===== config.mk =====
export PLATFORM = sky130hd
export DESIGN_NAME = ssid_category_classifier_core
export DESIGN_NICKNAME = d
export VERILOG_FILES = /design/src/scc_pkg.sv /design/src/scc_match.sv /design/src/scc_stats.sv /design/src/ssid_category_classifier_core.sv
export SDC_FILE = /design/constraint.sdc
export NUM_CORES = 1
export LEC_CHECK = 0
export BUFFER_PORTS_ARGS = -buffer_cell sky130_fd_sc_hd__clkbuf_2
export CAP_MARGIN = 0
export CORE_MARGIN = 4
export CORE_UTILIZATION = 40
export CTS_BUF_LIST = sky130_fd_sc_hd__clkbuf_8
export CTS_CLUSTER_SIZE = 16
export DETAILED_ROUTE_END_ITERATION = 10
export PLACE_DENSITY_LB_ADDON = 0.15
export SETUP_SLACK_MARGIN = 0.3
export SYNTH_ARGS = -nofsm -noshare
export SYNTH_HDL_FRONTEND = slang
export SYNTH_SLANG_ARGS = --single-unit

===== constraint.sdc =====
create_clock -name clk -period 7.22 [get_ports clk]
set_input_delay 1.805 -clock clk [delete_from_list [all_inputs] [get_ports clk]]
set_output_delay 1.805 -clock clk [all_outputs]
set_load 0.05 [all_outputs]

===== src/scc_pkg.sv =====
// Package for the network-name category classifier.
// Holds the category codes, the pattern table and shared helpers; no dependencies.
`default_nettype none

package scc_pkg;

  localparam int CNT_W     = 16;
  localparam int ROM_SIZE  = 61;
  localparam int ROM_CHARS = 11;
  localparam int CAT_COUNT = 8;

  typedef enum logic [2:0] {
    CAT_PERSONAL  = 3'd0,
    CAT_CORPORATE = 3'd1,
    CAT_HOTEL     = 3'd2,
    CAT_AIRPORT   = 3'd3,
    CAT_PROVIDER  = 3'd4,
    CAT_OPEN      = 3'd5,
    CAT_HIDDEN    = 3'd6,
    CAT_OTHER     = 3'd7
  } cat_t;

  localparam logic [7:0] ASCII_UPPER_A = 8'h41;
  localparam logic [7:0] ASCII_UPPER_Z = 8'h5a;
  localparam logic [7:0] ASCII_CASE    = 8'h20;

  typedef struct packed {
    logic [7:0] name_byte;
    logic       last_byte;
    logic       hidden;
  } scc_byte_t;

  typedef struct packed {
    logic go;
    logic named;
    cat_t cat;
  } scc_event_t;

  typedef struct packed {
    logic [CNT_W-1:0] total;
    logic [CNT_W-1:0] named;
    logic [CNT_W-1:0] cat_total;
  } scc_counts_t;

  // Pattern text, first character in the top byte, zero padded.
  // Table is sorted by category.
  localparam logic [ROM_CHARS*8-1:0] ROM_TEXT [ROM_SIZE] = '{
    88'h69_70_68_6f_6e_65_00_00_00_00_00,
    88'h69_70_61_64_00_00_00_00_00_00_00,
    88'h6d_61_63_62_6f_6f_6b_00_00_00_00,
    88'h67_61_6c_61_78_79_00_00_00_00_00,
    88'h2d_70_69_78_65_6c_00_00_00_00_00,
    88'h5f_70_69_78_65_6c_00_00_00_00_00,
    88'h2d_6c_61_70_74_6f_70_00_00_00_00,
    88'h5f_6c_61_70_74_6f_70_00_00_00_00,
    88'h2d_70_68_6f_6e_65_00_00_00_00_00,
    88'h5f_70_68_6f_6e_65_00_00_00_00_00,
    88'h2d_70_63_00_00_00_00_00_00_00_00,
    88'h5f_70_63_00_00_00_00_00_00_00_00,
    88'h27_73_20_00_00_00_00_00_00_00_00,
    88'h27_73_5f_00_00_00_00_00_00_00_00,
    88'h2d_66_69_74_62_69_74_00_00_00_00,
    88'h2d_63_6f_72_70_00_00_00_00_00_00,
    88'h5f_63_6f_72_70_00_00_00_00_00_00,
    88'h63_6f_72_70_2d_00_00_00_00_00_00,
    88'h2d_69_6e_74_65_72_6e_61_6c_00_00,
    88'h5f_69_6e_74_65_72_6e_61_6c_00_00,
    88'h6f_66_66_69_63_65_2d_00_00_00_00,
    88'h67_6f_6f_67_6c_65_2d_00_00_00_00,
    88'h2d_6d_66_61_00_00_00_00_00_00_00,
    88'h2d_70_72_6f_64_00_00_00_00_00_00,
    88'h68_69_6c_74_6f_6e_00_00_00_00_00,
    88'h6d_61_72_72_69_6f_74_74_00_00_00,
    88'h68_79_61_74_74_00_00_00_00_00_00,
    88'h77_65_73_74_69_6e_00_00_00_00_00,
    88'h68_6f_6c_69_64_61_79_20_69_6e_6e,
    88'h68_6f_6c_69_64_61_79_69_6e_6e_00,
    88'h68_61_6d_70_74_6f_6e_00_00_00_00,
    88'h73_68_65_72_61_74_6f_6e_00_00_00,
    88'h69_68_67_00_00_00_00_00_00_00_00,
    88'h72_61_64_69_73_73_6f_6e_00_00_00,
    88'h68_6f_74_65_6c_2d_00_00_00_00_00,
    88'h68_6f_74_65_6c_5f_00_00_00_00_00,
    88'h5f_68_6f_74_65_6c_00_00_00_00_00,
    88'h61_69_72_70_6f_72_74_00_00_00_00,
    88'h5f_61_65_72_6f_00_00_00_00_00_00,
    88'h62_6f_69_6e_67_6f_00_00_00_00_00,
    88'h5f_6c_61_78_00_00_00_00_00_00_00,
    88'h5f_6a_66_6b_00_00_00_00_00_00_00,
    88'h5f_73_66_6f_00_00_00_00_00_00_00,
    88'h78_66_69_6e_69_74_79_00_00_00_00,
    88'h61_74_74_77_69_66_69_00_00_00_00,
    88'h65_64_75_72_6f_61_6d_00_00_00_00,
    88'h73_70_65_63_74_72_75_6d_00_00_00,
    88'h63_6f_6d_63_61_73_74_00_00_00_00,
    88'h76_65_72_69_7a_6f_6e_00_00_00_00,
    88'h63_6f_78_2d_77_69_66_69_00_00_00,
    88'h6f_70_74_69_6d_75_6d_2d_00_00_00,
    88'h67_75_65_73_74_00_00_00_00_00_00,
    88'h66_72_65_65_20_77_69_66_69_00_00,
    88'h66_72_65_65_5f_77_69_66_69_00_00,
    88'h70_75_62_6c_69_63_00_00_00_00_00,
    88'h76_69_73_69_74_6f_72_00_00_00_00,
    88'h68_6f_74_73_70_6f_74_00_00_00_00,
    88'h73_74_61_72_62_75_63_6b_73_00_00,
    88'h6d_63_64_6f_6e_61_6c_64_73_00_00,
    88'h74_61_72_67_65_74_5f_77_69_66_69,
    88'h5f_6f_70_65_6e_00_00_00_00_00_00
  };

  localparam logic [3:0] ROM_LEN [ROM_SIZE] = '{
    4'd6, 4'd4, 4'd7, 4'd6, 4'd6, 4'd6, 4'd7, 4'd7, 4'd6, 4'd6,
    4'd3, 4'd3, 4'd3, 4'd3, 4'd7, 4'd5, 4'd5, 4'd5, 4'd9, 4'd9,
    4'd7, 4'd7, 4'd4, 4'd5, 4'd6, 4'd8, 4'd5, 4'd6, 4'd11, 4'd10,
    4'd7, 4'd8, 4'd3, 4'd8, 4'd6, 4'd6, 4'd6, 4'd7, 4'd5, 4'd6,
    4'd4, 4'd4, 4'd4, 4'd7, 4'd7, 4'd7, 4'd8, 4'd7, 4'd7, 4'd8,
    4'd8, 4'd5, 4'd9, 4'd9, 4'd6, 4'd7, 4'd7, 4'd9, 4'd9, 4'd11,
    4'd5
  };

  localparam cat_t ROM_CAT [ROM_SIZE] = '{
    CAT_PERSONAL, CAT_PERSONAL, CAT_PERSONAL, CAT_PERSONAL, CAT_PERSONAL,
    CAT_PERSONAL, CAT_PERSONAL, CAT_PERSONAL, CAT_PERSONAL, CAT_PERSONAL,
    CAT_PERSONAL, CAT_PERSONAL, CAT_PERSONAL, CAT_PERSONAL, CAT_PERSONAL,
    CAT_CORPORATE, CAT_CORPORATE, CAT_CORPORATE, CAT_CORPORATE, CAT_CORPORATE,
    CAT_CORPORATE, CAT_CORPORATE, CAT_CORPORATE, CAT_CORPORATE,
    CAT_HOTEL, CAT_HOTEL, CAT_HOTEL, CAT_HOTEL, CAT_HOTEL, CAT_HOTEL,
    CAT_HOTEL, CAT_HOTEL, CAT_HOTEL, CAT_HOTEL, CAT_HOTEL, CAT_HOTEL,
    CAT_HOTEL,
    CAT_AIRPORT, CAT_AIRPORT, CAT_AIRPORT, CAT_AIRPORT, CAT_AIRPORT,
    CAT_AIRPORT,
    CAT_PROVIDER, CAT_PROVIDER, CAT_PROVIDER, CAT_PROVIDER, CAT_PROVIDER,
    CAT_PROVIDER, CAT_PROVIDER, CAT_PROVIDER,
    CAT_OPEN, CAT_OPEN, CAT_OPEN, CAT_OPEN, CAT_OPEN, CAT_OPEN, CAT_OPEN,
    CAT_OPEN, CAT_OPEN, CAT_OPEN
  };

  // Usable length of a pattern slot; 0 when the slot is empty or too long.
  function automatic int rom_len_of(int p, int max_len);
    int n;
    n = 0;
    if (p < ROM_SIZE) begin
      n = int'(ROM_LEN[p]);
    end
    if (n > max_len) begin
      n = 0;
    end
    return n;
  endfunction

  function automatic logic [7:0] rom_char_of(int p, int i);
    logic [7:0] ch;
    ch = 8'h00;
    if (p < ROM_SIZE && i < ROM_CHARS) begin
      ch = ROM_TEXT[p][(ROM_CHARS-1-i)*8 +: 8];
    end
    return ch;
  endfunction

  function automatic cat_t rom_cat_of(int p);
    cat_t c;
    c = CAT_OTHER;
    if (p < ROM_SIZE) begin
      c = ROM_CAT[p];
    end
    return c;
  endfunction

  function automatic logic [CNT_W-1:0] sat_inc(logic [CNT_W-1:0] v);
    logic [CNT_W-1:0] r;
    r = (v == {CNT_W{1'b1}}) ? v : v + 1'b1;
    return r;
  endfunction

endpackage

`default_nettype wire


===== src/scc_match.sv =====
// Shift-and pattern tracker: progress vectors and seen bits for every pattern.
// Depends on scc_pkg for the pattern table and category codes.
`default_nettype none

module scc_match import scc_pkg::*; #(
  parameter int PATTERN_COUNT   = 61,
  parameter int MAX_PATTERN_LEN = 11
) (
  input  wire logic      clk,
  input  wire logic      rst,
  input  wire logic      go,
  input  wire scc_byte_t item,
  output cat_t           cat
);

  logic [MAX_PATTERN_LEN-1:0] prog      [PATTERN_COUNT];
  logic [MAX_PATTERN_LEN-1:0] prog_next [PATTERN_COUNT];
  logic [PATTERN_COUNT-1:0]   seen;
  logic [PATTERN_COUNT-1:0]   hit;
  logic [PATTERN_COUNT-1:0]   seen_next;
  logic [7:0]                 folded;
  logic [CAT_COUNT-1:0]       cat_hit;

  assign folded = (item.name_byte >= ASCII_UPPER_A && item.name_byte <= ASCII_UPPER_Z) ?
                  (item.name_byte | ASCII_CASE) : item.name_byte;

  for (genvar p = 0; p < PATTERN_COUNT; p++) begin : g_pat
    localparam int LEN = rom_len_of(p, MAX_PATTERN_LEN);
    if (LEN == 0) begin : g_unused
      assign prog_next[p] = '0;
      assign hit[p]       = 1'b0;
    end else begin : g_used
      logic [MAX_PATTERN_LEN-1:0] eq;
      for (genvar i = 0; i < MAX_PATTERN_LEN; i++) begin : g_chr
        localparam logic [7:0] CH = rom_char_of(p, i);
        if (i < LEN) begin : g_cmp
          assign eq[i] = (folded == CH);
        end else begin : g_pad
          assign eq[i] = 1'b0;
        end
      end
      assign prog_next[p] = MAX_PATTERN_LEN'({prog[p], 1'b1}) & eq;
      assign hit[p]       = prog_next[p][LEN-1];
    end
  end

  assign seen_next = seen | hit;

  // Table is sorted by category, so the first pattern hit is the lowest category hit.
  always_comb begin
    cat_hit = '0;
    for (int p = 0; p < PATTERN_COUNT; p++) begin
      if (seen_next[p]) begin
        cat_hit[rom_cat_of(p)] = 1'b1;
      end
    end
  end

  always_comb begin
    cat = CAT_OTHER;
    for (int c = int'(CAT_HIDDEN) - 1; c >= 0; c--) begin
      if (cat_hit[c]) begin
        cat = cat_t'(3'(c));
      end
    end
    if (item.hidden) begin
      cat = CAT_HIDDEN;
    end
  end

  always_ff @(posedge clk) begin
    if (rst) begin
      seen <= '0;
      for (int p = 0; p < PATTERN_COUNT; p++) begin
        prog[p] <= '0;
      end
    end else if (go) begin
      if (item.hidden || item.last_byte) begin
        seen <= '0;
        for (int p = 0; p < PATTERN_COUNT; p++) begin
          prog[p] <= '0;
        end
      end else begin
        seen <= seen_next;
        for (int p = 0; p < PATTERN_COUNT; p++) begin
          prog[p] <= prog_next[p];
        end
      end
    end
  end

endmodule

`default_nettype wire


===== src/scc_stats.sv =====
// Saturating probe counters: all names, non-empty names and names per category.
// Depends on scc_pkg for counter width, event and count structs.
`default_nettype none

module scc_stats import scc_pkg::*; (
  input  wire logic       clk,
  input  wire logic       rst,
  input  wire scc_event_t ev,
  output scc_counts_t     counts
);

  logic [CNT_W-1:0] all_count;
  logic [CNT_W-1:0] named_count;
  logic [CNT_W-1:0] per_cat [CAT_COUNT];
  logic [2:0]       idx;

  assign idx              = ev.cat;
  assign counts.total     = sat_inc(all_count);
  assign counts.named     = ev.named ? sat_inc(named_count) : named_count;
  assign counts.cat_total = sat_inc(per_cat[idx]);

  always_ff @(posedge clk) begin
    if (rst) begin
      all_count   <= '0;
      named_count <= '0;
      for (int c = 0; c < CAT_COUNT; c++) begin
        per_cat[c] <= '0;
      end
    end else if (ev.go) begin
      all_count    <= counts.total;
      named_count  <= counts.named;
      per_cat[idx] <= counts.cat_total;
    end
  end

endmodule

`default_nettype wire


===== src/ssid_category_classifier_core.sv =====
// Top level of the network-name category classifier.
// Depends on scc_pkg, scc_match and scc_stats.
//
// Usage:
//   A name arrives as a run of items on the name channel (name_valid /
//   name_ready), one byte each; last_byte marks the final byte. An item
//   with hidden set stands for an empty name and finishes a probe alone,
//   dropping any partial name in progress.
//   Each finished name yields one item on the result channel
//   (result_valid / result_ready): category plus saturating counts of all
//   names, non-empty names and names of that category, after this one.
//   A finishing item is held in the input register, and its result is
//   written to the result register once that is free. Throughput: one
//   item per cycle while no finishing item waits; every pattern is updated
//   in parallel between the input register and the result register.
//   A stalled result holds; non-final bytes keep flowing past it, and only
//   a finishing item waits until the result register is free.
//   Reset clears match state, counters and both valid flags.
`default_nettype none

module ssid_category_classifier_core import scc_pkg::*; #(
  parameter int PATTERN_COUNT   = 61,
  parameter int MAX_PATTERN_LEN = 11
) (
  input  wire logic             clk,
  input  wire logic             rst,
  input  wire logic             name_valid,
  output logic                  name_ready,
  input  wire logic [7:0]       name_byte,
  input  wire logic             last_byte,
  input  wire logic             hidden,
  output logic                  result_valid,
  input  wire logic             result_ready,
  output logic [2:0]            category,
  output logic [CNT_W-1:0]      total_probes,
  output logic [CNT_W-1:0]      directed_probes,
  output logic [CNT_W-1:0]      category_total
);

  logic        s1_valid;
  scc_byte_t   s1;
  logic        s1_done;
  logic        out_free;
  logic        s1_go;
  cat_t        cat;
  scc_event_t  ev;
  scc_counts_t counts;

  assign s1_done    = s1.hidden | s1.last_byte;
  assign out_free   = !result_valid | result_ready;
  assign s1_go      = s1_valid & (!s1_done | out_free);
  assign name_ready = !s1_valid | s1_go;

  always_ff @(posedge clk) begin
    if (rst) begin
      s1_valid <= 1'b0;
    end else if (name_ready) begin
      s1_valid <= name_valid;
    end
  end

  always_ff @(posedge clk) begin
    if (name_ready && name_valid) begin
      s1.name_byte <= name_byte;
      s1.last_byte <= last_byte;
      s1.hidden    <= hidden;
    end
  end

  scc_match #(
    .PATTERN_COUNT  (PATTERN_COUNT),
    .MAX_PATTERN_LEN(MAX_PATTERN_LEN)
  ) u_match (
    .clk (clk),
    .rst (rst),
    .go  (s1_go),
    .item(s1),
    .cat (cat)
  );

  assign ev.go    = s1_go & s1_done;
  assign ev.named = !s1.hidden;
  assign ev.cat   = cat;

  scc_stats u_stats (
    .clk   (clk),
    .rst   (rst),
    .ev    (ev),
    .counts(counts)
  );

  always_ff @(posedge clk) begin
    if (rst) begin
      result_valid <= 1'b0;
    end else if (ev.go) begin
      result_valid <= 1'b1;
    end else if (result_ready) begin
      result_valid <= 1'b0;
    end
  end

  always_ff @(posedge clk) begin
    if (ev.go) begin
      category        <= cat;
      total_probes    <= counts.total;
      directed_probes <= counts.named;
      category_total  <= counts.cat_total;
    end
  end

endmodule

`default_nettype wire


==> flow_metrics.tcl <==
set metrics [dict create \
    r2r_end "category_total[0]" \
    drt_iter0_markers 1332 \
    syn_area_per_cell_um2 12.7 \
    antenna_found_initial 3 \
    cp-endpoint "category_total[0]" \
    max-vdd-ir-drop_mv 0.144 \
    synth_area_leaders "edfxtp_1 (59%), dfxtp_1 (8.5%), and2_1 (4.1%)" \
    ys_warn_count 0 \
    grt_max_degree 79 \
    rsz0062_at_grt "false" \
    gr-usage-all-layers 0.201 \
    yosys.area.top_type "edfxtp_1" \
    wire_per_inst_um 22.8 \
    synth.cell_area_um2 23500 \
    r2r-start "s1[2]" \
    drive_gt1_frac 0.150 \
    synth.top_cell.area_share 0.592 \
    htree_levels 3 \
    async_flop_share 0 \
    setup_violations 0 \
    swShare 0.240 \
    syn_inst 1849 \
    drc_errors 0 \
    hpwl_um 40200 \
    vias 15400 \
    maxSlewViolCount 0 \
    grt_pass1_vias 15400 \
    die_height_um 250 \
    crit_start "s1[2]" \
    io_pins 67 \
    status "complete, no violations" \
    worstPathRequired_ns 7.61 \
    postRouteAntennaNets 0 \
    gp_congestion 0.938 \
    ys_ff_latch 563 \
    clk-insertion-delay-late_ns 0.68 \
    hold_ws_ns 0.470 \
    arrival_ns 6.89 \
    clk_path_buf_depth 3 \
    grt.busiest_layer "met2" \
    grt_overflow 0 \
    cellPowerDensity_nw_per_um2 257 \
    endpoint_kind "flop" \
    clkTransAtPathRegs_ns 0.05 \
    grtUsageMet2 0.317 \
    seq_area_frac_synth 0.677 \
    sequentialPowerShare 0.538 \
    period_needed_ns 6.50 \
    crit_path_max_fanout 21 \
    power_leakage_nw 10.2 \
    drv_cap 0 \
    fin_skew_ns 0.0367 \
    syn_nets 1867 \
    ys_types 92 \
    fin_setup_tns_ns 0 \
    reg2reg_slack_ns 0.72 \
    cts_tree "yes" \
    clkPwrFrac 0.404 \
    criticalPathCategory "reg2reg" \
    internal_power_w 0.00523 \
    synth_flop_cell "edfxtp_1" \
    clkSinkCount 563 \
    final_util 0.462 \
    grt_util_met3 0.0373 \
    power.switching_w 0.00165 \
    num_rows 88 \
    crit_path_start_kind "flop" \
    period_share 0.900 \
    cts_root_buffer "clkbuf_8" \
    portBuffers 66 \
    initial_core_util 0.406 \
    final_nets 1982 \
    die_x_um 250 \
    hold_path_depth 2 \
    slew_headroom 0.177 \
    reg2reg_depth 15 \
    clock.fmax_mhz 154 \
    grt_pass1_wl_um 96800 \
    finalHoldViolCount 0 \
    coreArea_um2 57900 \
    synth_edf_count 463 \
    syn_to_final_growth_pct 13.8 \
    via_per_inst 5.49 \
    p_comb_frac 0.058 \
    wl_um 64000 \
    die_area_um2 62700 \
    drtPass1Iterations 5 \
    worst_pin_slew_ns 1.23 \
    cts_buffers 97 \
    grt_use_met1 0.280 \
    min_path_type "reg2reg" \
]
[kinds of logic (layout without fill, tap and decap cells)]
logic type,Yosys count,after routing,synth area share
AO/OA/AOI/OAI,260,260,0.0842
XOR/XNOR,35,35,0.0130
adder cells (fa/ha/maj),4,4,0.00213
buffers and inverters,154,347,0.0261
flip-flops,563,563,0.677
multiplexers,39,39,0.0170
other,0,2,0
AND/OR/NAND/NOR,794,794,0.180
[power by group through the flow]
stage | registers (W) | clock network (W) | logic [W]
after floorplan | 0.00380 | 0 | 0.000220
after global placement | 0.00377 | 0 | 0.000395
after detailed placement | 0.00377 | 0 | 0.000399
after CTS | 0.00370 | 0.00285 | 0.000400
after global routing | 0.00371 | 0.00300 | 0.000429
final | 0.00370 | 0.00278 | 0.000400
[flip-flops by register name, summed over array words and instances, names as in the netlist]
name	count
total_probes	16
u_match.prog	279
u_stats.named_count	16
s1	10
result_valid	1
u_stats.all_count	16
category	3
category_total	16
u_match.seen	61
s1_valid	1
directed_probes	16
u_stats.per_cat	128
[per-stage QoR]
stage / total power [W] / std cells / instance area, um^2 / setup WS [ns]
floorplan: 0.00402 / 1849 / 23500 / 1.25
global placement: 0.00416 / 2630 / 24900 / 0.899
detailed placement: 0.00417 / 2630 / 24900 / 0.685
CTS: 0.00695 / 2807 / 26700 / 0.673
global route: 0.00714 / 2809 / 26700 / 0.346
finish: 0.00688 / 2809 / 26700 / 0.720
[critical path: stages (launching register included)]
cell and delay [ns]:
edfxtp_1 0.77, and4b_1 0.56, and3_1 0.34, or4_1 0.66, or4_1 0.67, o41a_1 0.53, a21oi_1 0.28, nor3_1 0.11
inv_1 0.09, ha_1 0.18, nor4bb_1 0.54, nand4_2 0.35, nor4_4 0.40, buf_4 0.22, xnor2_1 0.38, inv_1 0.12
[how the worst min path moves through the flow]
stage | from | to | slack, ns
floorplan | u_match.seen[45] | u_match.seen[45] | 0.43
global placement | u_match.seen[29] | u_match.seen[29] | 0.45
detailed placement | u_match.seen[5] | u_match.seen[5] | 0.46
CTS | u_match.prog[0][590] | u_match.seen[53] | 0.47
global route | u_match.prog[0][590] | u_match.seen[53] | 0.49
finish | u_match.seen[19] | u_match.seen[19] | 0.47
[cell type report]
type | count | area (um^2)
diodes | 2 | 5.00
clock inverters | 67 | 357
inverters | 48 | 190
clock buffers | 110 | 1510
flip-flops and latches | 563 | 15900
repair buffers | 122 | 763
fillers | 5299 | 31200
multi-input cells | 1132 | 7050
well taps | 765 | 957
[cells in the mapped netlist, types with 6 or more instances]
| library cell | instances |
|---|---|
| edfxtp_1 | 463 |
| nor2_1 | 230 |
| and2_1 | 153 |
| and3_1 | 116 |
| dfxtp_1 | 100 |
| clkbuf_1 | 86 |
| nand2_1 | 80 |
| a21oi_1 | 69 |
| inv_1 | 47 |
| nor3_1 | 47 |
| nand3_1 | 40 |
| mux2i_1 | 32 |
| a22o_1 | 29 |
| nor4_1 | 26 |
| o21ai_0 | 22 |
| xnor2_1 | 18 |
| buf_2 | 17 |
| nand4_1 | 17 |
| xor2_1 | 17 |
| a211oi_1 | 15 |
| nand2b_1 | 14 |
| or3_1 | 13 |
| a21boi_0 | 9 |
| o2111a_1 | 8 |
| o211ai_1 | 8 |
| a32o_1 | 7 |
| mux2_2 | 7 |
| nand3b_1 | 7 |
| o2111ai_1 | 7 |
| o21ai_1 | 7 |
| a22oi_1 | 6 |
| nor2b_1 | 6 |
| o31ai_1 | 6 |
| o32ai_1 | 6 |
| or2_2 | 6 |
[layer usage]
layer | vias up | routed length (um)
met2 | 521 | 29400
met4 | 0 | 2120
met5 | - | 0
met3 | 141 | 3980
li1 | 7091 | -
met1 | 7675 | 28500
[layout by cell type (no fill, tap or decap), types with 14 or more instances in the layout]
cell type / count
mux2i_1: 30
nor3_1: 40
nor2_1: 228
o21ai_0: 22
clkinv_1: 22
edfxtp_1: 463
inv_1: 72
dfxtp_1: 100
clkbuf_2: 66
buf_4: 55
nor4_1: 26
a21oi_1: 69
and2_1: 153
xor2_1: 17
a22o_1: 29
and3_1: 116
a211oi_1: 15
xnor2_1: 18
clkbuf_8: 110
nand2_1: 80
nand3_1: 40
nand2b_1: 14
nand4_1: 17
[timing repair]
action	CTS	global route
gates resized for setup	0	2
hold buffers	0	0
setup buffers	0	0
endpoints found under the setup margin	0	18
Note: power is estimated with default switching activity, not from simulation.
